$ cat config.mk
export PLATFORM = sky130hd
export DESIGN_NAME = convex_hull_monotone_chain_unit
export DESIGN_NICKNAME = d
export VERILOG_FILES = /design/src/rtl/chmc_pkg.sv /design/src/rtl/chmc_front.sv /design/src/rtl/chmc_queue.sv /design/src/rtl/chmc_engine.sv /design/src/rtl/convex_hull_monotone_chain_unit.sv
export SDC_FILE = /design/constraint.sdc
export NUM_CORES = 2
export LEC_CHECK = 0
export ABC_CLOCK_PERIOD_IN_PS = 8500
export BUFFER_PORTS_ARGS = -buffer_cell sky130_fd_sc_hd__buf_2
export CORE_MARGIN = 8
export CORE_UTILIZATION = 60
export DETAILED_ROUTE_END_ITERATION = 8
export GPL_TIMING_DRIVEN = 0
export MAX_ROUTING_LAYER = met4
export PLACE_DENSITY = 0.76
export SLEW_MARGIN = 20
export SYNTH_ARGS = -nofsm -noshare
export SYNTH_HDL_FRONTEND = slang
export SYNTH_HIERARCHICAL = 1
export SYNTH_SLANG_ARGS = --single-unit
$ cat constraint.sdc
create_clock -name i_clk -period 8.5 [get_ports i_clk]
set_clock_uncertainty 0.2 [all_clocks]
set_input_delay 0 -clock i_clk [delete_from_list [all_inputs] [get_ports i_clk]]
set_output_delay 0 -clock i_clk [all_outputs]
set_load 0.005 [all_outputs]
$ cat src/rtl/chmc_pkg.sv
// Shared types, sizes and helpers for the monotone chain convex hull block.
// Depends on nothing; the other RTL files but the checker refer to it by scoped names.
`default_nettype none
package chmc_pkg;

    localparam int MAX_POINTS  = 32;
    localparam int COORD_BITS  = 16;
    localparam int PIDX_W      = $clog2(MAX_POINTS);
    localparam int CNT_W       = $clog2(MAX_POINTS + 1);
    localparam int STACK_DEPTH = 2 * MAX_POINTS;
    localparam int SIDX_W      = $clog2(STACK_DEPTH);
    localparam int DIFF_W      = COORD_BITS + 1;
    localparam int PROD_W      = 2 * DIFF_W;
    localparam int QUEUE_DEPTH = 2;
    localparam int QIDX_W      = 1;
    localparam int QCNT_W      = 2;

    typedef struct packed {
        logic signed [COORD_BITS-1:0] x;
        logic signed [COORD_BITS-1:0] y;
    } t_point;

    // One classified input transfer on its way to the engine
    typedef struct packed {
        t_point pt;
        logic   last;
        logic   keep;
    } t_item;

    // Sort order: by x, ties broken by y
    function automatic logic sorts_before(input t_point a, input t_point b);
        logic res;
        if (a.x != b.x) begin
            res = (a.x < b.x);
        end else begin
            res = (a.y < b.y);
        end
        return res;
    endfunction

endpackage
`default_nettype wire

$ cat src/rtl/chmc_front.sv
// Front end: takes input transfers, tags each as kept or dropped.
// Depends on chmc_pkg.
`default_nettype none
module chmc_front (
    input  wire                                i_clk,
    input  wire                                i_rst_n,
    input  wire                                i_start,
    input  wire                                i_full,
    input  wire signed [chmc_pkg::COORD_BITS-1:0] i_point_x,
    input  wire signed [chmc_pkg::COORD_BITS-1:0] i_point_y,
    input  wire                                i_set_end,
    output logic                               o_push,
    output chmc_pkg::t_item                    o_item
);

    logic [chmc_pkg::CNT_W-1:0] r_cnt;
    logic                       w_keep;

    assign o_push = i_start && !i_full;
    assign w_keep = (r_cnt < chmc_pkg::CNT_W'(chmc_pkg::MAX_POINTS));

    always_comb begin
        o_item.pt.x = i_point_x;
        o_item.pt.y = i_point_y;
        o_item.last = i_set_end;
        o_item.keep = w_keep;
    end

    // Track the fill of the current set; drop points once it is full
    always_ff @(posedge i_clk) begin
        if (!i_rst_n) begin
            r_cnt <= '0;
        end else if (o_push) begin
            if (i_set_end) begin
                r_cnt <= '0;
            end else if (w_keep) begin
                r_cnt <= r_cnt + 1'b1;
            end
        end
    end

endmodule
`default_nettype wire

$ cat src/rtl/chmc_queue.sv
// Two-entry queue between the front end and the hull engine.
// Depends on chmc_pkg.
`default_nettype none
module chmc_queue (
    input  wire             i_clk,
    input  wire             i_rst_n,
    input  wire             i_push,
    input  chmc_pkg::t_item i_item,
    input  wire             i_pop,
    output logic            o_full,
    output logic            o_valid,
    output chmc_pkg::t_item o_item
);

    chmc_pkg::t_item                r_mem [chmc_pkg::QUEUE_DEPTH];
    logic [chmc_pkg::QIDX_W-1:0]    r_wp;
    logic [chmc_pkg::QIDX_W-1:0]    r_rp;
    logic [chmc_pkg::QCNT_W-1:0]    r_cnt;

    assign o_full  = (r_cnt == chmc_pkg::QCNT_W'(chmc_pkg::QUEUE_DEPTH));
    assign o_valid = (r_cnt != '0);
    assign o_item  = r_mem[r_rp];

    // Hold entries
    always_ff @(posedge i_clk) begin
        if (i_push) begin
            r_mem[r_wp] <= i_item;
        end
    end

    // Advance pointers and occupancy
    always_ff @(posedge i_clk) begin
        if (!i_rst_n) begin
            r_wp  <= '0;
            r_rp  <= '0;
            r_cnt <= '0;
        end else begin
            if (i_push) begin
                r_wp <= r_wp + 1'b1;
            end
            if (i_pop) begin
                r_rp <= r_rp + 1'b1;
            end
            if (i_push && !i_pop) begin
                r_cnt <= r_cnt + 1'b1;
            end else if (!i_push && i_pop) begin
                r_cnt <= r_cnt - 1'b1;
            end
        end
    end

endmodule
`default_nettype wire

$ cat src/rtl/chmc_engine.sv
// Back end: stores points, sorts them, builds both chains, emits the hull.
// Depends on chmc_pkg; holds the point store and the hull stack memories.
`default_nettype none
module chmc_engine (
    input  wire                                   i_clk,
    input  wire                                   i_rst_n,
    input  wire                                   i_valid,
    input  chmc_pkg::t_item                       i_item,
    output logic                                  o_pop,
    output logic                                  o_strobe,
    output logic signed [chmc_pkg::COORD_BITS-1:0] o_hull_x,
    output logic signed [chmc_pkg::COORD_BITS-1:0] o_hull_y,
    output logic                                  o_final_vertex
);

    localparam int ST_W = 5;
    localparam logic [ST_W-1:0] ST_IDLE  = 5'd0;
    localparam logic [ST_W-1:0] ST_SRD   = 5'd1;
    localparam logic [ST_W-1:0] ST_SLD   = 5'd2;
    localparam logic [ST_W-1:0] ST_SCMP  = 5'd3;
    localparam logic [ST_W-1:0] ST_SPUT  = 5'd4;
    localparam logic [ST_W-1:0] ST_HINIT = 5'd5;
    localparam logic [ST_W-1:0] ST_HSEC  = 5'd6;
    localparam logic [ST_W-1:0] ST_CHK   = 5'd7;
    localparam logic [ST_W-1:0] ST_RB    = 5'd8;
    localparam logic [ST_W-1:0] ST_RC    = 5'd9;
    localparam logic [ST_W-1:0] ST_RD    = 5'd10;
    localparam logic [ST_W-1:0] ST_MUL   = 5'd11;
    localparam logic [ST_W-1:0] ST_DEC   = 5'd12;
    localparam logic [ST_W-1:0] ST_POP   = 5'd13;
    localparam logic [ST_W-1:0] ST_PUSH  = 5'd14;
    localparam logic [ST_W-1:0] ST_ES    = 5'd15;
    localparam logic [ST_W-1:0] ST_EP    = 5'd16;
    localparam logic [ST_W-1:0] ST_EO    = 5'd17;

    localparam int PW = chmc_pkg::PIDX_W;
    localparam int SW = chmc_pkg::SIDX_W;
    localparam int CW = chmc_pkg::CNT_W;
    localparam int DW = chmc_pkg::DIFF_W;

    // Memories
    chmc_pkg::t_point r_pmem [chmc_pkg::MAX_POINTS];
    logic [PW-1:0]    r_smem [chmc_pkg::STACK_DEPTH];
    chmc_pkg::t_point r_prd;
    logic [PW-1:0]    r_srd;

    logic             p_we;
    logic [PW-1:0]    p_wa;
    chmc_pkg::t_point p_wd;
    logic [PW-1:0]    p_ra;
    logic             s_we;
    logic [SW-1:0]    s_wa;
    logic [PW-1:0]    s_wd;
    logic [SW-1:0]    s_ra;

    // Control and datapath registers
    logic [ST_W-1:0]  r_state;
    logic [CW-1:0]    r_cnt;
    logic [CW-1:0]    r_n;
    logic [PW-1:0]    r_i;
    logic [PW-1:0]    r_j;
    chmc_pkg::t_point r_cur;
    logic [SW-1:0]    r_top;
    logic [SW-1:0]    r_lower;
    logic             r_up;
    logic [PW-1:0]    r_s1;
    logic [PW-1:0]    r_s2;
    logic [SW-1:0]    r_emit;
    logic [SW-1:0]    r_k;
    chmc_pkg::t_point r_pa;
    chmc_pkg::t_point r_pb;
    logic signed [DW-1:0] r_x1, r_y1, r_x2, r_y2;
    logic signed [chmc_pkg::PROD_W-1:0] r_m1, r_m2;
    logic             r_strobe;
    logic             r_fin;
    logic signed [chmc_pkg::COORD_BITS-1:0] r_ox, r_oy;

    logic             w_cond;
    logic             w_before;
    logic [CW-1:0]    w_n;

    assign w_cond   = r_up ? (r_top > r_lower) : (r_top >= SW'(2));
    assign w_before = chmc_pkg::sorts_before(r_cur, r_prd);
    assign w_n      = i_item.keep ? (r_cnt + 1'b1) : r_cnt;
    assign o_pop    = (r_state == ST_IDLE) && i_valid;

    assign o_strobe       = r_strobe;
    assign o_final_vertex = r_fin;
    assign o_hull_x       = r_ox;
    assign o_hull_y       = r_oy;

    // Point store: one write port, one registered read port
    always_ff @(posedge i_clk) begin
        if (p_we) begin
            r_pmem[p_wa] <= p_wd;
        end
        r_prd <= r_pmem[p_ra];
    end

    // Hull stack of point indices
    always_ff @(posedge i_clk) begin
        if (s_we) begin
            r_smem[s_wa] <= s_wd;
        end
        r_srd <= r_smem[s_ra];
    end

    // Drive memory ports from the sequencer state
    always_comb begin
        p_we = 1'b0;
        p_wa = r_j;
        p_wd = r_cur;
        p_ra = r_i;
        s_we = 1'b0;
        s_wa = r_top;
        s_wd = r_i;
        s_ra = r_k;
        case (r_state)
            ST_IDLE: begin
                p_we = i_valid && i_item.keep;
                p_wa = r_cnt[PW-1:0];
                p_wd = i_item.pt;
            end
            ST_SLD: begin
                p_ra = r_i - 1'b1;
            end
            ST_SCMP: begin
                p_we = 1'b1;
                if (w_before) begin
                    p_wd = r_prd;
                    p_ra = r_j - PW'(2);
                end
            end
            ST_SPUT: begin
                p_we = 1'b1;
                p_wa = '0;
            end
            ST_HINIT: begin
                s_we = 1'b1;
                s_wa = '0;
                s_wd = '0;
            end
            ST_HSEC: begin
                s_we = 1'b1;
                s_wa = SW'(1);
                s_wd = PW'(1);
            end
            ST_CHK: begin
                p_ra = r_s2;
            end
            ST_RB: begin
                p_ra = r_s1;
            end
            ST_DEC: begin
                s_ra = r_top - SW'(3);
            end
            ST_PUSH: begin
                s_we = 1'b1;
            end
            ST_EP: begin
                p_ra = r_srd;
            end
            default: begin
            end
        endcase
    end

    // Sequence load, sort, chain building and emission
    always_ff @(posedge i_clk) begin
        if (!i_rst_n) begin
            r_state  <= ST_IDLE;
            r_cnt    <= '0;
            r_strobe <= 1'b0;
            r_fin    <= 1'b0;
        end else begin
            r_strobe <= 1'b0;
            r_fin    <= 1'b0;
            case (r_state)
                ST_IDLE: begin
                    if (i_valid) begin
                        if (i_item.last) begin
                            r_n     <= w_n;
                            r_cnt   <= '0;
                            r_i     <= PW'(1);
                            r_state <= (w_n == CW'(1)) ? ST_HINIT : ST_SRD;
                        end else if (i_item.keep) begin
                            r_cnt <= r_cnt + 1'b1;
                        end
                    end
                end
                ST_SRD: begin
                    r_state <= ST_SLD;
                end
                ST_SLD: begin
                    r_cur   <= r_prd;
                    r_j     <= r_i;
                    r_state <= ST_SCMP;
                end
                ST_SCMP: begin
                    if (w_before) begin
                        r_j     <= r_j - 1'b1;
                        r_state <= (r_j == PW'(1)) ? ST_SPUT : ST_SCMP;
                    end else if ((CW'(r_i) + 1'b1) == r_n) begin
                        r_state <= ST_HINIT;
                    end else begin
                        r_i     <= r_i + 1'b1;
                        r_state <= ST_SRD;
                    end
                end
                ST_SPUT: begin
                    if ((CW'(r_i) + 1'b1) == r_n) begin
                        r_state <= ST_HINIT;
                    end else begin
                        r_i     <= r_i + 1'b1;
                        r_state <= ST_SRD;
                    end
                end
                ST_HINIT: begin
                    if (r_n == CW'(1)) begin
                        r_top   <= SW'(1);
                        r_emit  <= SW'(1);
                        r_k     <= '0;
                        r_state <= ST_ES;
                    end else begin
                        r_state <= ST_HSEC;
                    end
                end
                ST_HSEC: begin
                    r_top <= SW'(2);
                    r_s2  <= '0;
                    r_s1  <= PW'(1);
                    if (r_n == CW'(2)) begin
                        r_up    <= 1'b1;
                        r_lower <= SW'(2);
                        r_i     <= '0;
                    end else begin
                        r_up <= 1'b0;
                        r_i  <= PW'(2);
                    end
                    r_state <= ST_CHK;
                end
                ST_CHK: begin
                    r_state <= w_cond ? ST_RB : ST_PUSH;
                end
                ST_RB: begin
                    r_pa    <= r_prd;
                    r_state <= ST_RC;
                end
                ST_RC: begin
                    r_pb    <= r_prd;
                    r_state <= ST_RD;
                end
                ST_RD: begin
                    r_x1    <= DW'(r_pb.x) - DW'(r_pa.x);
                    r_y1    <= DW'(r_pb.y) - DW'(r_pa.y);
                    r_x2    <= DW'(r_prd.x) - DW'(r_pb.x);
                    r_y2    <= DW'(r_prd.y) - DW'(r_pb.y);
                    r_state <= ST_MUL;
                end
                ST_MUL: begin
                    r_m1    <= r_x1 * r_y2;
                    r_m2    <= r_x2 * r_y1;
                    r_state <= ST_DEC;
                end
                ST_DEC: begin
                    if (r_m1 < r_m2) begin
                        r_top   <= r_top - 1'b1;
                        r_s1    <= r_s2;
                        r_state <= ST_POP;
                    end else begin
                        r_state <= ST_PUSH;
                    end
                end
                ST_POP: begin
                    r_s2    <= r_srd;
                    r_state <= ST_CHK;
                end
                ST_PUSH: begin
                    r_top <= r_top + 1'b1;
                    r_s2  <= r_s1;
                    r_s1  <= r_i;
                    if (!r_up) begin
                        if ((CW'(r_i) + 1'b1) == r_n) begin
                            r_up    <= 1'b1;
                            r_lower <= r_top + 1'b1;
                            r_i     <= PW'(r_n - CW'(2));
                        end else begin
                            r_i <= r_i + 1'b1;
                        end
                        r_state <= ST_CHK;
                    end else if (r_i == '0) begin
                        r_emit  <= r_top;
                        r_k     <= '0;
                        r_state <= ST_ES;
                    end else begin
                        r_i     <= r_i - 1'b1;
                        r_state <= ST_CHK;
                    end
                end
                ST_ES: begin
                    r_state <= ST_EP;
                end
                ST_EP: begin
                    r_state <= ST_EO;
                end
                ST_EO: begin
                    r_strobe <= 1'b1;
                    r_fin    <= ((r_k + 1'b1) == r_emit);
                    r_k      <= r_k + 1'b1;
                    r_state  <= ((r_k + 1'b1) == r_emit) ? ST_IDLE : ST_ES;
                end
                default: begin
                    r_state <= ST_IDLE;
                end
            endcase
        end
    end

    // Result payload
    always_ff @(posedge i_clk) begin
        if (r_state == ST_EO) begin
            r_ox <= r_prd.x;
            r_oy <= r_prd.y;
        end
    end

endmodule
`default_nettype wire

$ cat src/rtl/convex_hull_monotone_chain_unit.sv
// Top level of the monotone chain convex hull block.
// Depends on chmc_pkg, chmc_front, chmc_queue and chmc_engine.
//
// Usage:
//   Input channel: a point transfer takes place on a rising edge with
//   i_start high and o_busy low. i_set_end marks the last point of a set;
//   points beyond 32 in one set are dropped, an end mark still closes it.
//   Output channel: each hull vertex shows for one cycle with o_strobe high,
//   o_final_vertex marking the last one. The receiver cannot stall; results
//   are simply taken on the edge that ends the strobe cycle.
//   Timing: a two-entry queue separates the front end from the engine. While
//   the engine is idle it stores one point a cycle. On the end mark it runs
//   an insertion sort, then the chains: it seeds the stack, then for each
//   point tests the turn where one is due and pops or pushes, and then
//   reads out and emits the vertices one at a time. The single point store
//   port and the shared cross product unit serialise this work; the engine
//   takes no new points from the queue until the last vertex is out.
//   o_busy is high exactly while the queue is full, which happens only while the engine is working.
//   Reset (synchronous, active low) empties the queue, clears the set and
//   returns the engine to idle; the memories are not cleared.
`default_nettype none
module convex_hull_monotone_chain_unit (
    input  wire                                    i_clk,
    input  wire                                    i_rst_n,
    input  wire                                    i_start,
    output logic                                   o_busy,
    input  wire signed [chmc_pkg::COORD_BITS-1:0]  i_point_x,
    input  wire signed [chmc_pkg::COORD_BITS-1:0]  i_point_y,
    input  wire                                    i_set_end,
    output logic                                   o_strobe,
    output logic signed [chmc_pkg::COORD_BITS-1:0] o_hull_x,
    output logic signed [chmc_pkg::COORD_BITS-1:0] o_hull_y,
    output logic                                   o_final_vertex
);

    logic            w_push;
    logic            w_pop;
    logic            w_full;
    logic            w_valid;
    chmc_pkg::t_item w_in_item;
    chmc_pkg::t_item w_q_item;

    assign o_busy = w_full;

    // Classify incoming transfers
    chmc_front u_front (
        .i_clk     (i_clk),
        .i_rst_n   (i_rst_n),
        .i_start   (i_start),
        .i_full    (w_full),
        .i_point_x (i_point_x),
        .i_point_y (i_point_y),
        .i_set_end (i_set_end),
        .o_push    (w_push),
        .o_item    (w_in_item)
    );

    // Decouple front end and engine
    chmc_queue u_queue (
        .i_clk   (i_clk),
        .i_rst_n (i_rst_n),
        .i_push  (w_push),
        .i_item  (w_in_item),
        .i_pop   (w_pop),
        .o_full  (w_full),
        .o_valid (w_valid),
        .o_item  (w_q_item)
    );

    // Sort, build the hull and emit
    chmc_engine u_engine (
        .i_clk          (i_clk),
        .i_rst_n        (i_rst_n),
        .i_valid        (w_valid),
        .i_item         (w_q_item),
        .o_pop          (w_pop),
        .o_strobe       (o_strobe),
        .o_hull_x       (o_hull_x),
        .o_hull_y       (o_hull_y),
        .o_final_vertex (o_final_vertex)
    );

endmodule
`default_nettype wire

==> results by group <==
Outcome
  • Status: finished, final reports clean

GRT
  • Total Routing Usage GR: 0.325
  • Met3 Resource Use GR: 0.0718
  • Grt met1 use: 0.395
  • Largest net degree at the start of global routing: 44
  • GR Util met2: 0.506
  • GR Overflow Total: 0
  • Initial antenna violation count: 12
  • GRT Max-Usage Layer: met2
  • First-pass GRT wire length: 401000 µm
  • Vias in the first global route: 65.2k

Synth
  • Synth top area share: 0.546
  • Dominant synthesized flop cell: edfxtp_1
  • Sequential element share of the synthesized area: 0.559
  • Top post-synthesis cells by area: edfxtp_1 (55%), fa_1 (13%), nand2_1 (5.8%), ha_1 (4.2%), inv_1 (3.4%)
  • Yosys top cell by area: edfxtp_1
  • Mean Syn Cell Area: 12.3 µm²
  • Post-Syn Area: 95000 µm²
  • Post-synthesis cell type count: 83
  • Fraction of registers with async set/reset: 0
  • Yosys warning count: 6
  • Post-synth EDFFs: 1727
  • Cell count after synthesis: 7709
  • Register bit total from synthesis: 1788
  • Syn_nets: 8660

Route
  • DRT Pass-1 Iters: 6
  • Per-cell routed wire length: 26.4 µm
  • DRT antenna net count: 0
  • Initial DRC Count: 8148
  • Total wire length: 271000 µm
  • Vias/cell: 6.25
  • Residual DRC: 0
  • Via Count: 64.3k

Power
  • LEAKAGE: 40.9 nW
  • Maximum VDD drop: 0.000312 V
  • Power Dens Cells: 291 nW/µm²

Setup path
  • Max incr delay on CP: 0.63 ns
  • Slowest cell on crit path: clkbuf_1
  • Required time worst endpoint: 8.83 ns
  • Setup crit start: u_engine/r_y1[9]
  • CP startpoint kind: flip-flop
  • Max FO, Critical Path: 10
  • Worst reg2reg startpoint: u_engine/r_y1[9]
  • Most used cell, CP: fa_1
  • CP arrival: 8.38 ns
  • WS Path Type: reg2reg
  • CP Capture Type: flip-flop

Worst hold path
  • Beginning of the worst hold path: i_rst_n
  • Path category of the worst min-delay check: in2reg

Job
  • Maxcap violations: 0

Floorplanning
  • IO Pins: 71
  • Die width: 414 µm
  • Core Rows: 146
  • Die Span Y: 414 µm
  • Core Area: 158000 µm²
  • Initial Util: 0.602
  • Die ar.: 171000 µm²

STA
  • Final min period: 8.05 ns
  • Fin Setup TNS: 0 ns
  • Hold Fails Final Rpt: 0
  • Minimum hold slack: 0.248 ns
  • Peak Freq: 0.124 GHz
  • Post-route setup slack: 0.454 ns
  • Period utilization: 0.947
  • Slew @ Worst Pin: 1.20 ns
  • Final setup fails: 0
  • Slew HR: 0.192
  • Slew Limit Fails: 0
  • RSZ-0062 raised after global routing: false

Cells and area
  • Layout cell share with drive strength beyond 1: 0.0907
  • Non-Filler Cell Area, Final: 106000 µm²
  • Footprint of the multi-input gates: 37200 µm²
  • P&R area growth vs syn: 11.7%
  • Final core occ: 0.673
  • Filler cell count: 11.0k
  • Sequential cell area: 53100 µm²
  • Nets@finish: 9021

CTS
  • Clk buf depth: 3
  • CTS sink count: 1788
  • TritonCTS clock tree: built
  • CTS buffer count: 176
  • Clock slew at reported path FFs: 0.06 ns
  • Post-CTS sizing: 0
  • CTS Root Cell: clkbuf_16
  • H-tree Lvls: 4
  • Clock latency on the worst-skew pair: 0.85 ns

Placement
  • Placed cell area: 99600 µm²
  • Routability Congestion: 0.959
  • Pre-CTS WS: 0.569 ns
  • IO Port Bufs: 38
  • Hpwl dp: 193000 µm
==> per-stage QoR <==
stage                     cells  power, mW
final                     10300       30.9
after global routing      10300       31.7
after CTS                 10300       30.4
after detailed placement   9893       22.6
after global placement     9819       22.0
after floorplan            7709       17.9
==> path summary, 6_finish.rpt <==
| path | to | slack [ns] | cells after the start |
|---|---|---|---|
| max reg2reg | u_engine/r_m2[26] | 0.45 | 27 |
| min reg2reg | u_front/r_cnt[4] | 0.30 | 2 |
| max | u_engine/r_m2[26] | 0.45 | 27 |
| min | u_engine/r_state[0] | 0.25 | 5 |
==> flip-flops by register name (all words and copies together) (netlist names), 16 cells and up, named ones only <==
name and count:
u_engine/r_x2 17, u_engine/o_hull_y 16, u_engine/r_m2 34, u_engine/r_y1 17
u_engine/r_pmem 1024, u_engine/r_y2 17, u_engine/r_pa 32, u_engine/r_x1 17
u_queue/r_mem 68, u_engine/r_m1 34, u_engine/o_hull_x 16, u_engine/r_prd 32
u_engine/r_cur 32, u_engine/r_smem 320, u_engine/r_pb 32
==> layout by cell type (no fill, tap or decap), types with 34 or more instances in the layout <==
cell type / netlist / final
a21o_1: 35 / 35
nor3_1: 54 / 54
clkinv_2: 0 / 39
inv_1: 851 / 850
mux2_2: 37 / 37
a211oi_1: 34 / 34
a31oi_1: 150 / 150
edfxtp_1: 1727 / 1727
xor2_1: 36 / 36
buf_4: 55 / 62
mux4_2: 80 / 80
nor2b_1: 50 / 49
clkbuf_1: 184 / 212
a21oi_1: 92 / 92
and2_1: 308 / 303
nor2_1: 252 / 217
xnor2_1: 111 / 111
ha_1: 319 / 319
fa_1: 596 / 596
buf_2: 122 / 166
nand3_1: 423 / 423
o21ai_0: 104 / 102
clkbuf_16: 0 / 176
nand2b_1: 47 / 47
nand2_1: 1469 / 1469
dfxtp_1: 61 / 61
dlygate4sd3_1: 0 / 71
nor2_4: 0 / 35
nand4_1: 174 / 174
==> worst max-delay path, delay by kind of cell, from the launching register on <==
| kind | cells | cell delay, ns |
|---|---|---|
| compound gates | 6 | 1.11 |
| xor+xnor | 1 | 0.12 |
| fa+ha+maj | 7 | 3.28 |
| buf+inv | 7 | 1.36 |
| flops | 1 | 0.40 |
| simple gates | 6 | 1.28 |
==> cell type report <==
| class | count | share of cell area |
|---|---|---|
| plain buffers | 382 | 0.0172 |
| clock inverters | 109 | 0.0111 |
| flip-flops and latches | 1788 | 0.500 |
| repair buffers | 183 | 0.0225 |
| well taps | 2072 | 0.0244 |
| diodes | 7 | 0.000165 |
| inverters | 851 | 0.0301 |
| clock buffers | 214 | 0.0438 |
| multi-input cells | 4688 | 0.351 |
==> timing repair <==
action / in CTS / in global routing
hold buffers: 71 / 0
hold endpoints to repair: 147 / 0
setup buffers: 0 / 0
==> cells in the mapped netlist (all sizes together), types with 8 or more instances <==
library cell,number
inv,851
or3,17
clkbuf,184
and3,23
nor2b,50
a22o,11
edfxtp,1727
xor2,36
and2,308
o21bai,8
nor3,54
a21oi,94
a21o,35
fa,596
nand3,423
or2,8
xnor2,111
nand4,174
nand2b,48
o21ai,109
dfxtp,61
nand2,1469
buf,198
nor2,252
ha,319
o21a,31
mux4,80
nand3b,8
o211ai,19
nor4b,10
o22ai,15
mux2,37
a31oi,150
a21boi,21
a211oi,34
a222oi,33
==> layer usage <==
layer | wire [µm] | up-vias
li1 | - | 27300
met1 | 95300 | 31700
met2 | 127000 | 4344
met3 | 29700 | 1046
met4 | 19500 | 0
met5 | 0 | -
==> where the power goes <==
part	leakage, nW	total (mW)	switching (mW)	internal (mW)
sequential	16.1	12.3	0.553	11.8
combinational	21.9	10.8	8.23	2.56
clock	2.85	7.82	3.43	4.39
total	40.9	30.9	12.2	18.7
==> logic make-up (layout without fill, tap and decap cells) <==
family          after synthesis  after routing  synth area share
buf+inv                    1233           1739            0.0528
compound gates              633            633            0.0448
xor+xnor                    147            147            0.0136
fa+ha+maj                   915            915             0.168
mux                         122            122            0.0240
flops                      1788           1788             0.559
other cells                   0              7                 0
simple gates               2871           2871             0.138
Note: power is estimated with default switching activity, not from simulation.
